[src/rtl/core/rmszc_pkg.sv]
// Shared constants and register codes for the RMS level and zero-crossing pitch block.
package rmszc_pkg;

  // Default for the longest block before it is closed without a flag.
  localparam int BLOCK_MAX_DEF = 4096;

  // Fixed field widths.
  localparam int SAMPLE_W  = 16;
  localparam int GATE_W    = 15;
  localparam int RATE_W    = 18;
  localparam int RMS_W     = 16;
  localparam int PITCH_W   = 21;
  localparam int CFG_IDX_W = 1;
  localparam int CFG_DAT_W = 18;

  // Output word: rms_level, pitch_sixteenths, voiced, then zero fill.
  localparam int OUT_BITS   = RMS_W + PITCH_W + 1;
  localparam int OUT_DATA_W = ((OUT_BITS + 7) / 8) * 8;

  // Square root works on a 32-bit radicand, two bits per step.
  localparam int SQRT_IN_W = 32;
  localparam int ROOT_W    = 16;
  localparam int SQ_REM_W  = 20;

  // Register reset values.
  localparam logic [GATE_W-1:0] GATE_RESET = 15'd328;
  localparam logic [RATE_W-1:0] RATE_RESET = 18'd48000;

  // Configuration register indexes.
  typedef enum logic [CFG_IDX_W-1:0] {
    REG_GATE_THRESHOLD = 1'b0,
    REG_SAMPLE_RATE    = 1'b1
  } cfg_reg_t;

endpackage

[src/rtl/core/block_rms_and_zero_cross_pitch.sv]
// Top level of the block RMS level and zero-crossing pitch estimator.
// Usage: signed Q1.15 samples arrive as words on the in_ channel, in_tlast
// set on the last sample of a block. A block also closes by itself when it
// reaches BLOCK_MAX samples. For each block one result word leaves on the
// out_ channel: the floored RMS, the pitch in 1/16 Hz and a voiced flag.
// The pitch is zero unless the RMS lies strictly above gate_threshold.
// Registers are written through cfg_wr_en / cfg_addr / cfg_wdata; the user
// must write them only while idle, as the block itself does not enforce it.
// Each word is accepted, then added to the sum before another is taken.
// At block end a sequencer drives one shared compare-subtract unit: a
// restoring divide of the square sum by the count (SUM_W steps, 43 with
// the default BLOCK_MAX), a 16-step square root, a gate state, and, for
// a voiced block, a second SUM_W-step divide for the pitch, then ST_FIN
// loads the output register. in_tready stays low from the accepted last
// word of a block until its result is loaded.
// Reset (rst_n low, synchronous) clears all block state, drops out_tvalid
// and restores the register defaults. A stalled receiver holds the result
// in the output register; the block still takes the next block's samples
// and only waits at the end of that block if the old result is still there.
module block_rms_and_zero_cross_pitch
  import rmszc_pkg::*;
#(
  parameter int BLOCK_MAX = BLOCK_MAX_DEF
) (
  input  logic                  clk,
  input  logic                  rst_n,
  // Input stream.
  input  logic                  in_tvalid,
  output logic                  in_tready,
  input  logic [SAMPLE_W-1:0]   in_tdata,   // [15:0] sample
  input  logic                  in_tlast,   // last_in_block
  // Result stream.
  output logic                  out_tvalid,
  input  logic                  out_tready,
  output logic [OUT_DATA_W-1:0] out_tdata,  // [15:0] rms_level, [36:16] pitch_sixteenths,
                                            // [37] voiced, [39:38] zero
  // Configuration write port.
  input  logic                  cfg_wr_en,
  input  logic [CFG_IDX_W-1:0]  cfg_addr,
  input  logic [CFG_DAT_W-1:0]  cfg_wdata
);

  // Count holds BLOCK_MAX itself; crossings stay below the count.
  localparam int CNT_W   = $clog2(BLOCK_MAX + 1);
  // Largest square is 2^30, so the sum needs 30 bits above the count.
  localparam int SUM_W   = 30 + CNT_W;
  localparam int PROD_W  = CNT_W + RATE_W;
  localparam int STEP_W  = $clog2(SUM_W + 1);
  localparam int UW      = (CNT_W + 1 > SQ_REM_W) ? CNT_W + 1 : SQ_REM_W;
  localparam int SQ_SHIFT = SUM_W - SQRT_IN_W;

  typedef enum logic [2:0] {
    ST_IDLE,
    ST_ACC,
    ST_DIV_RMS,
    ST_SQRT,
    ST_GATE,
    ST_DIV_PITCH,
    ST_FIN
  } state_t;

  state_t              state_r;
  logic [GATE_W-1:0]   gate_r;
  logic [RATE_W-1:0]   rate_r;

  logic [SUM_W-1:0]    sum_r;
  logic [CNT_W-1:0]    cnt_r;
  logic [CNT_W-1:0]    cross_r;
  logic                prev_neg_r;
  logic [31:0]         sq_r;
  logic                end_r;

  logic [SUM_W-1:0]    dq_r;
  logic [UW-1:0]       rem_r;
  logic [ROOT_W-1:0]   root_r;
  logic [STEP_W-1:0]   step_r;
  logic [RMS_W-1:0]    rms_r;
  logic                voiced_r;
  logic [PITCH_W-1:0]  pitch_r;

  logic                out_valid_r;
  logic [OUT_DATA_W-1:0] out_data_r;

  // Input side.
  logic                in_acc;
  logic                in_neg;
  logic [SAMPLE_W-1:0] in_mag;
  logic [CNT_W-1:0]    cnt_inc;
  logic                in_end;
  logic [SUM_W-1:0]    sum_add;

  // Shared compare-subtract unit.
  logic                div_mode;
  logic [UW-1:0]       unit_a;
  logic [UW-1:0]       unit_b;
  logic [UW:0]         unit_diff;
  logic                unit_ge;
  logic [UW-1:0]       unit_rem;
  logic [SUM_W-1:0]    quot_nxt;
  logic [ROOT_W-1:0]   root_nxt;
  logic [PROD_W-1:0]   pitch_prod;
  logic                gate_pass;
  logic                out_free;
  logic                out_load;

  assign in_tready = (state_r == ST_IDLE);
  assign in_acc    = in_tvalid && in_tready;
  assign in_neg    = in_tdata[SAMPLE_W-1];
  assign in_mag    = in_neg ? (~in_tdata + SAMPLE_W'(1)) : in_tdata;
  assign cnt_inc   = cnt_r + CNT_W'(1);
  assign in_end    = in_tlast || (cnt_inc == CNT_W'(BLOCK_MAX));
  assign sum_add   = sum_r + SUM_W'(sq_r);

  // Divide steps bring down one dividend bit; root steps bring down two
  // radicand bits and try {root, 01}.
  assign div_mode = (state_r == ST_DIV_RMS) || (state_r == ST_DIV_PITCH);

  always_comb begin
    if (div_mode) begin
      unit_a = {rem_r[UW-2:0], dq_r[SUM_W-1]};
      unit_b = UW'(cnt_r);
    end else begin
      unit_a = {rem_r[UW-3:0], dq_r[SUM_W-1 -: 2]};
      unit_b = UW'({root_r, 2'b01});
    end
  end

  assign unit_diff  = {1'b0, unit_a} - {1'b0, unit_b};
  assign unit_ge    = !unit_diff[UW];
  assign unit_rem   = unit_ge ? unit_diff[UW-1:0] : unit_a;
  assign quot_nxt   = {dq_r[SUM_W-2:0], unit_ge};
  assign root_nxt   = {root_r[ROOT_W-2:0], unit_ge};
  assign pitch_prod = PROD_W'(cross_r) * PROD_W'(rate_r);
  assign gate_pass  = rms_r > {1'b0, gate_r};
  assign out_free   = !out_valid_r || out_tready;
  assign out_load   = (state_r == ST_FIN) && out_free;

  always_ff @(posedge clk) begin
    if (!rst_n) begin
      state_r     <= ST_IDLE;
      gate_r      <= GATE_RESET;
      rate_r      <= RATE_RESET;
      sum_r       <= '0;
      cnt_r       <= '0;
      cross_r     <= '0;
      prev_neg_r  <= 1'b0;
      end_r       <= 1'b0;
      out_valid_r <= 1'b0;
    end else begin
      if (cfg_wr_en) begin
        unique case (cfg_reg_t'(cfg_addr))
          REG_GATE_THRESHOLD: gate_r <= cfg_wdata[GATE_W-1:0];
          REG_SAMPLE_RATE:    rate_r <= cfg_wdata[RATE_W-1:0];
          default: ;
        endcase
      end

      // A new result may replace the one taken at this same edge.
      if (out_load) begin
        out_valid_r <= 1'b1;
      end else if (out_tready) begin
        out_valid_r <= 1'b0;
      end

      unique case (state_r)
        ST_IDLE: begin
          if (in_acc) begin
            sq_r  <= 32'(in_mag) * 32'(in_mag);
            cnt_r <= cnt_inc;
            if (cnt_r != '0 && in_neg != prev_neg_r) begin
              cross_r <= cross_r + CNT_W'(1);
            end
            prev_neg_r <= in_end ? 1'b0 : in_neg;
            end_r      <= in_end;
            state_r    <= ST_ACC;
          end
        end
        ST_ACC: begin
          if (end_r) begin
            sum_r   <= '0;
            dq_r    <= sum_add;
            rem_r   <= '0;
            step_r  <= '0;
            state_r <= ST_DIV_RMS;
          end else begin
            sum_r   <= sum_add;
            state_r <= ST_IDLE;
          end
        end
        ST_DIV_RMS: begin
          if (step_r == STEP_W'(SUM_W - 1)) begin
            dq_r    <= quot_nxt << SQ_SHIFT;
            rem_r   <= '0;
            root_r  <= '0;
            step_r  <= '0;
            state_r <= ST_SQRT;
          end else begin
            dq_r   <= quot_nxt;
            rem_r  <= unit_rem;
            step_r <= step_r + STEP_W'(1);
          end
        end
        ST_SQRT: begin
          dq_r   <= dq_r << 2;
          rem_r  <= unit_rem;
          root_r <= root_nxt;
          step_r <= step_r + STEP_W'(1);
          if (step_r == STEP_W'(ROOT_W - 1)) begin
            rms_r   <= root_nxt;
            state_r <= ST_GATE;
          end
        end
        ST_GATE: begin
          voiced_r <= gate_pass;
          if (gate_pass) begin
            dq_r    <= SUM_W'({pitch_prod, 3'b000});
            rem_r   <= '0;
            step_r  <= '0;
            state_r <= ST_DIV_PITCH;
          end else begin
            pitch_r <= '0;
            state_r <= ST_FIN;
          end
        end
        ST_DIV_PITCH: begin
          dq_r   <= quot_nxt;
          rem_r  <= unit_rem;
          step_r <= step_r + STEP_W'(1);
          if (step_r == STEP_W'(SUM_W - 1)) begin
            pitch_r <= quot_nxt[PITCH_W-1:0];
            state_r <= ST_FIN;
          end
        end
        ST_FIN: begin
          // Wait here only while an older result still sits unread.
          if (out_load) begin
            out_data_r  <= OUT_DATA_W'({voiced_r, pitch_r, rms_r});
            cnt_r       <= '0;
            cross_r     <= '0;
            state_r     <= ST_IDLE;
          end
        end
        default: state_r <= ST_IDLE;
      endcase
    end
  end

  assign out_tvalid = out_valid_r;
  assign out_tdata  = out_data_r;

`ifndef SYNTHESIS
  // The block count never runs past the longest allowed block.
  a_cnt_bound: assert property (@(posedge clk) disable iff (!rst_n)
    cnt_r <= CNT_W'(BLOCK_MAX))
    else $error("sample count above BLOCK_MAX");

  // Crossings are always fewer than samples, or both are zero.
  a_cross_bound: assert property (@(posedge clk) disable iff (!rst_n)
    (cross_r == '0) || (cross_r < cnt_r))
    else $error("crossing count not below sample count");

  // An unvoiced result carries a zero pitch.
  a_gated_pitch: assert property (@(posedge clk) disable iff (!rst_n)
    (out_tvalid && !out_tdata[RMS_W + PITCH_W]) |-> (out_tdata[RMS_W +: PITCH_W] == '0))
    else $error("pitch nonzero on an unvoiced result");

  // In the cycle after a word is taken the block is busy.
  a_busy_after_accept: assert property (@(posedge clk) disable iff (!rst_n)
    (in_tvalid && in_tready) |=> !in_tready)
    else $error("input accepted on consecutive cycles");
`endif

endmodule

[config.mk]
export PLATFORM = sky130hd
export DESIGN_NAME = block_rms_and_zero_cross_pitch
export DESIGN_NICKNAME = d
export VERILOG_FILES = /design/src/rtl/core/rmszc_pkg.sv /design/src/rtl/core/block_rms_and_zero_cross_pitch.sv
export SDC_FILE = /design/constraint.sdc
export NUM_CORES = 2
export LEC_CHECK = 0
export ABC_AREA = 0
export ABC_CLOCK_PERIOD_IN_PS = 13600
export BUFFER_PORTS_ARGS = -buffer_cell sky130_fd_sc_hd__buf_2
export CORE_ASPECT_RATIO = 0.8
export CORE_UTILIZATION = 30
export DETAILED_ROUTE_END_ITERATION = 10
export MAX_ROUTING_LAYER = met4
export PLACE_DENSITY = 0.45
export SLEW_MARGIN = 25
export SYNTH_ARGS = -nofsm -noshare
export SYNTH_HDL_FRONTEND = slang
export SYNTH_SLANG_ARGS = --single-unit
[constraint.sdc]
create_clock -name clk -period 13.6 [get_ports clk]
set_input_delay 0.68 -clock clk [delete_from_list [all_inputs] [get_ports clk]]
set_output_delay 0.68 -clock clk [all_outputs]
set_load 0.005 [all_outputs]
==> results.ini <==
[place]
placed_area_um2 = 32000
placedCellCount = 4555
gp_congestion = 0.869
dp_hpwl_mm = 66.8
port_buffers = 80

[finish]
multiInputGateArea_um2 = 20200
final_layout_size_suffix_gt1_frac = 0.0631
fill_cells = 10300
final_util = 0.337
areaGrowthSynthToFinish_pct = 10.5
seq_area_um2 = 7900
final_area_um2 = 33400
finalNonFillerCells = 4624
num-nets-final = 3907

[clock_network]
worstSkewPairLatency_ns = 0.57
cts_buffer_depth = 3
clock-root-buffer = clkbuf_16
ctsHoldBuffers = 0
h-tree-depth = 2
cts_tree = yes
ctsResizeCount = 0
numCtsBuffers = 37
postCtsSetupBuffers = 0
clkSinkCount = 299
clk_pin_slew_ns = 0.06

[floorplanning]
core_um2 = 99200
fp.dieArea_um2 = 102000
io_pins = 83
die_h_um = 286
num_rows = 103
initial_core_util = 0.305
die_w_um = 357

[logic_synthesis]
synth_async_sr_flop_share = 0
synthCells = 3273
ys_seq_area_frac = 0.261
synth_area_leaders = fa_1, edfxtp_1, ha_1
syn_avg_cell_area_um2 = 9.24
yosysTopAreaCellShare = 0.225
synth_top_area_cell = fa_1
synth_edf_count = 191
synthesis.area_um2 = 30300
synth_common_cells = nand2_1, inv_1, fa_1, ha_1, edfxtp_1
ys.warnings.count = 0
synth_cell_type_count = 86
synth_seq_cells = 299
yosysMostFrequentCell = nand2_1
ys.flop_type = edfxtp_1

[timing]
rsz0062_at_grt = false
final_max_slew_viol_count = 0
fmax_mhz = 114
skew_ns = 0.0348
setup_viol = 0
fin_crit_sh = 0.646
fin_crit_ns = 8.79
hold_viol = 0
max_slew_margin = 0.318
fin_tns_setup_ns = 0
tightest_slew_ns = 1.02

[global_route]
grt_pass1_wl_mm = 134
antenna_found_initial = 1
gr-total-overflow = 0
grt_pass1_vias = 22400
grt_usage = 0.172
grt_max_degree = 83

[route]
wl_per_cell_um = 18.4
drt_pre_antenna_iters = 5
drtAntennaViolNets = 0
drtIter0Drc = 1282
totalWireLength_mm = 84.9
vias_per_cell = 4.83
drc = 0
vias = 22300

[worst_setup_path]
worst-endpoint-arrival_ns = 9.10
reg2reg_depth = 17
cpLargestDelayFamily = adder cells
cpMaxStageDelayCell = xor2_1
cp_slowest_stage_delay_ns = 0.68
critPathLaunchType = input port
crit_buf_inv = 8
crit_cells = 29
criticalPathCategory = in2reg
cpMostUsedCell = fa_1
cp-end-kind = register
crit_required_ns = 13.91
critPathMaxFanout = 17

[power_and_ir_drop]
switchingPower_w = 0.00418
p_total_w = 0.00881
p_seq_frac = 0.185
powerDensity_nw_per_um2 = 264
ir_drop_v = 0.000313
power_frac_clock = 0.127
total_leakage_power_nw = 15.3
p_int_w = 0.00463
swShare = 0.475
power_frac_comb = 0.688

[hold_path]
min_path_cells = 3
holdCritPathClass = in2reg

[run_status]
outcome = completed

[flow_run]
max_cap_violations = 0

-- tightest hold or removal path, stage by stage --
cell and delay, ns:
buf_2 0.07, nand2_1 0.04, nand3_1 0.07
-- path summary, 6_finish.rpt --
check,startpoint,end,slack [ns]
worst min register to register,pitch_r[0],out_tdata[16],0.39
worst max register to register,cross_r[12],dq_r[29],6.58
worst max-delay path,in_tdata[0],sq_r[30],4.81
worst min-delay path,cfg_wdata[15],rate_r[15],0.34
-- routing by layer --
metal / up-vias / part of all wire / wire length [um] / track usage
li1: 10900 / - / - / -
met1: 10900 / 0.51 / 43600 / 0.253
met2: 414 / 0.43 / 36600 / 0.253
met3: 70 / 0.039 / 3310 / 0.0227
met4: 0 / 0.015 / 1270 / 0.0303
met5: - / 0 / 0 / -
-- placed cells by master, fill, tap and decap left out, types with 80 or more instances in the layout --
cell type / count
nand2_1: 483
inv_1: 442
fa_1: 340
ha_1: 243
edfxtp_1: 191
nor2_1: 179
a21oi_1: 170
dfxtp_1: 108
and2_1: 102
o21ai_0: 84
buf_2: 80
-- power by group through the flow --
stage	registers [W]	logic (W)	clock network [W]
after global placement	0.00165	0.00614	0
after CTS	0.00163	0.00616	0.00115
after global routing	0.00165	0.00694	0.00119
after detailed placement	0.00165	0.00612	0
after floorplan	0.00156	0.00459	0
final	0.00163	0.00606	0.00112
-- sequential cells by signal, indices dropped and copies added (netlist names), 3 cells and up --
| register | count |
|---|---|
| root_r | 16 |
| rms_r | 16 |
| dq_r | 43 |
| out_tdata | 38 |
| rem_r | 19 |
| rate_r | 18 |
| cnt_r | 13 |
| pitch_r | 21 |
| cross_r | 13 |
| sum_r | 43 |
| gate_r | 15 |
| state_r | 3 |
| step_r | 6 |
| sq_r | 31 |
-- logic make-up after synthesis --
| kind of cell | synth area share |
|---|---|
| and+or+nand+nor | 0.160 |
| buffers and inverters | 0.0763 |
| adders and majority gates | 0.326 |
| AOI/OAI and AO/OA | 0.125 |
| DFF | 0.261 |
| xor gates and xnor gates | 0.0397 |
| muxes | 0.0117 |
| other | 0.000248 |
-- per-stage QoR --
stage	hold slack [ns]	worst slack, ns
2_1_floorplan	0.400	5.44
3_3_place_gp	0.402	4.35
3_5_place_dp	0.405	4.22
4_1_cts	0.320	4.81
5_1_grt	0.343	4.21
6_report	0.345	4.81
-- area by class of cell --
cell class,instances,share of cell area
Sequential cell,299,0.236
Timing Repair Buffer,113,0.0194
Clock buffer,44,0.0294
Tap cell,1312,0.0491
Antenna cell,1,0.0000748
Inverter,453,0.0509
Clock inverter,24,0.0120
Multi-Input combinational cell,2378,0.603
(Power assumes the default switching activity.)
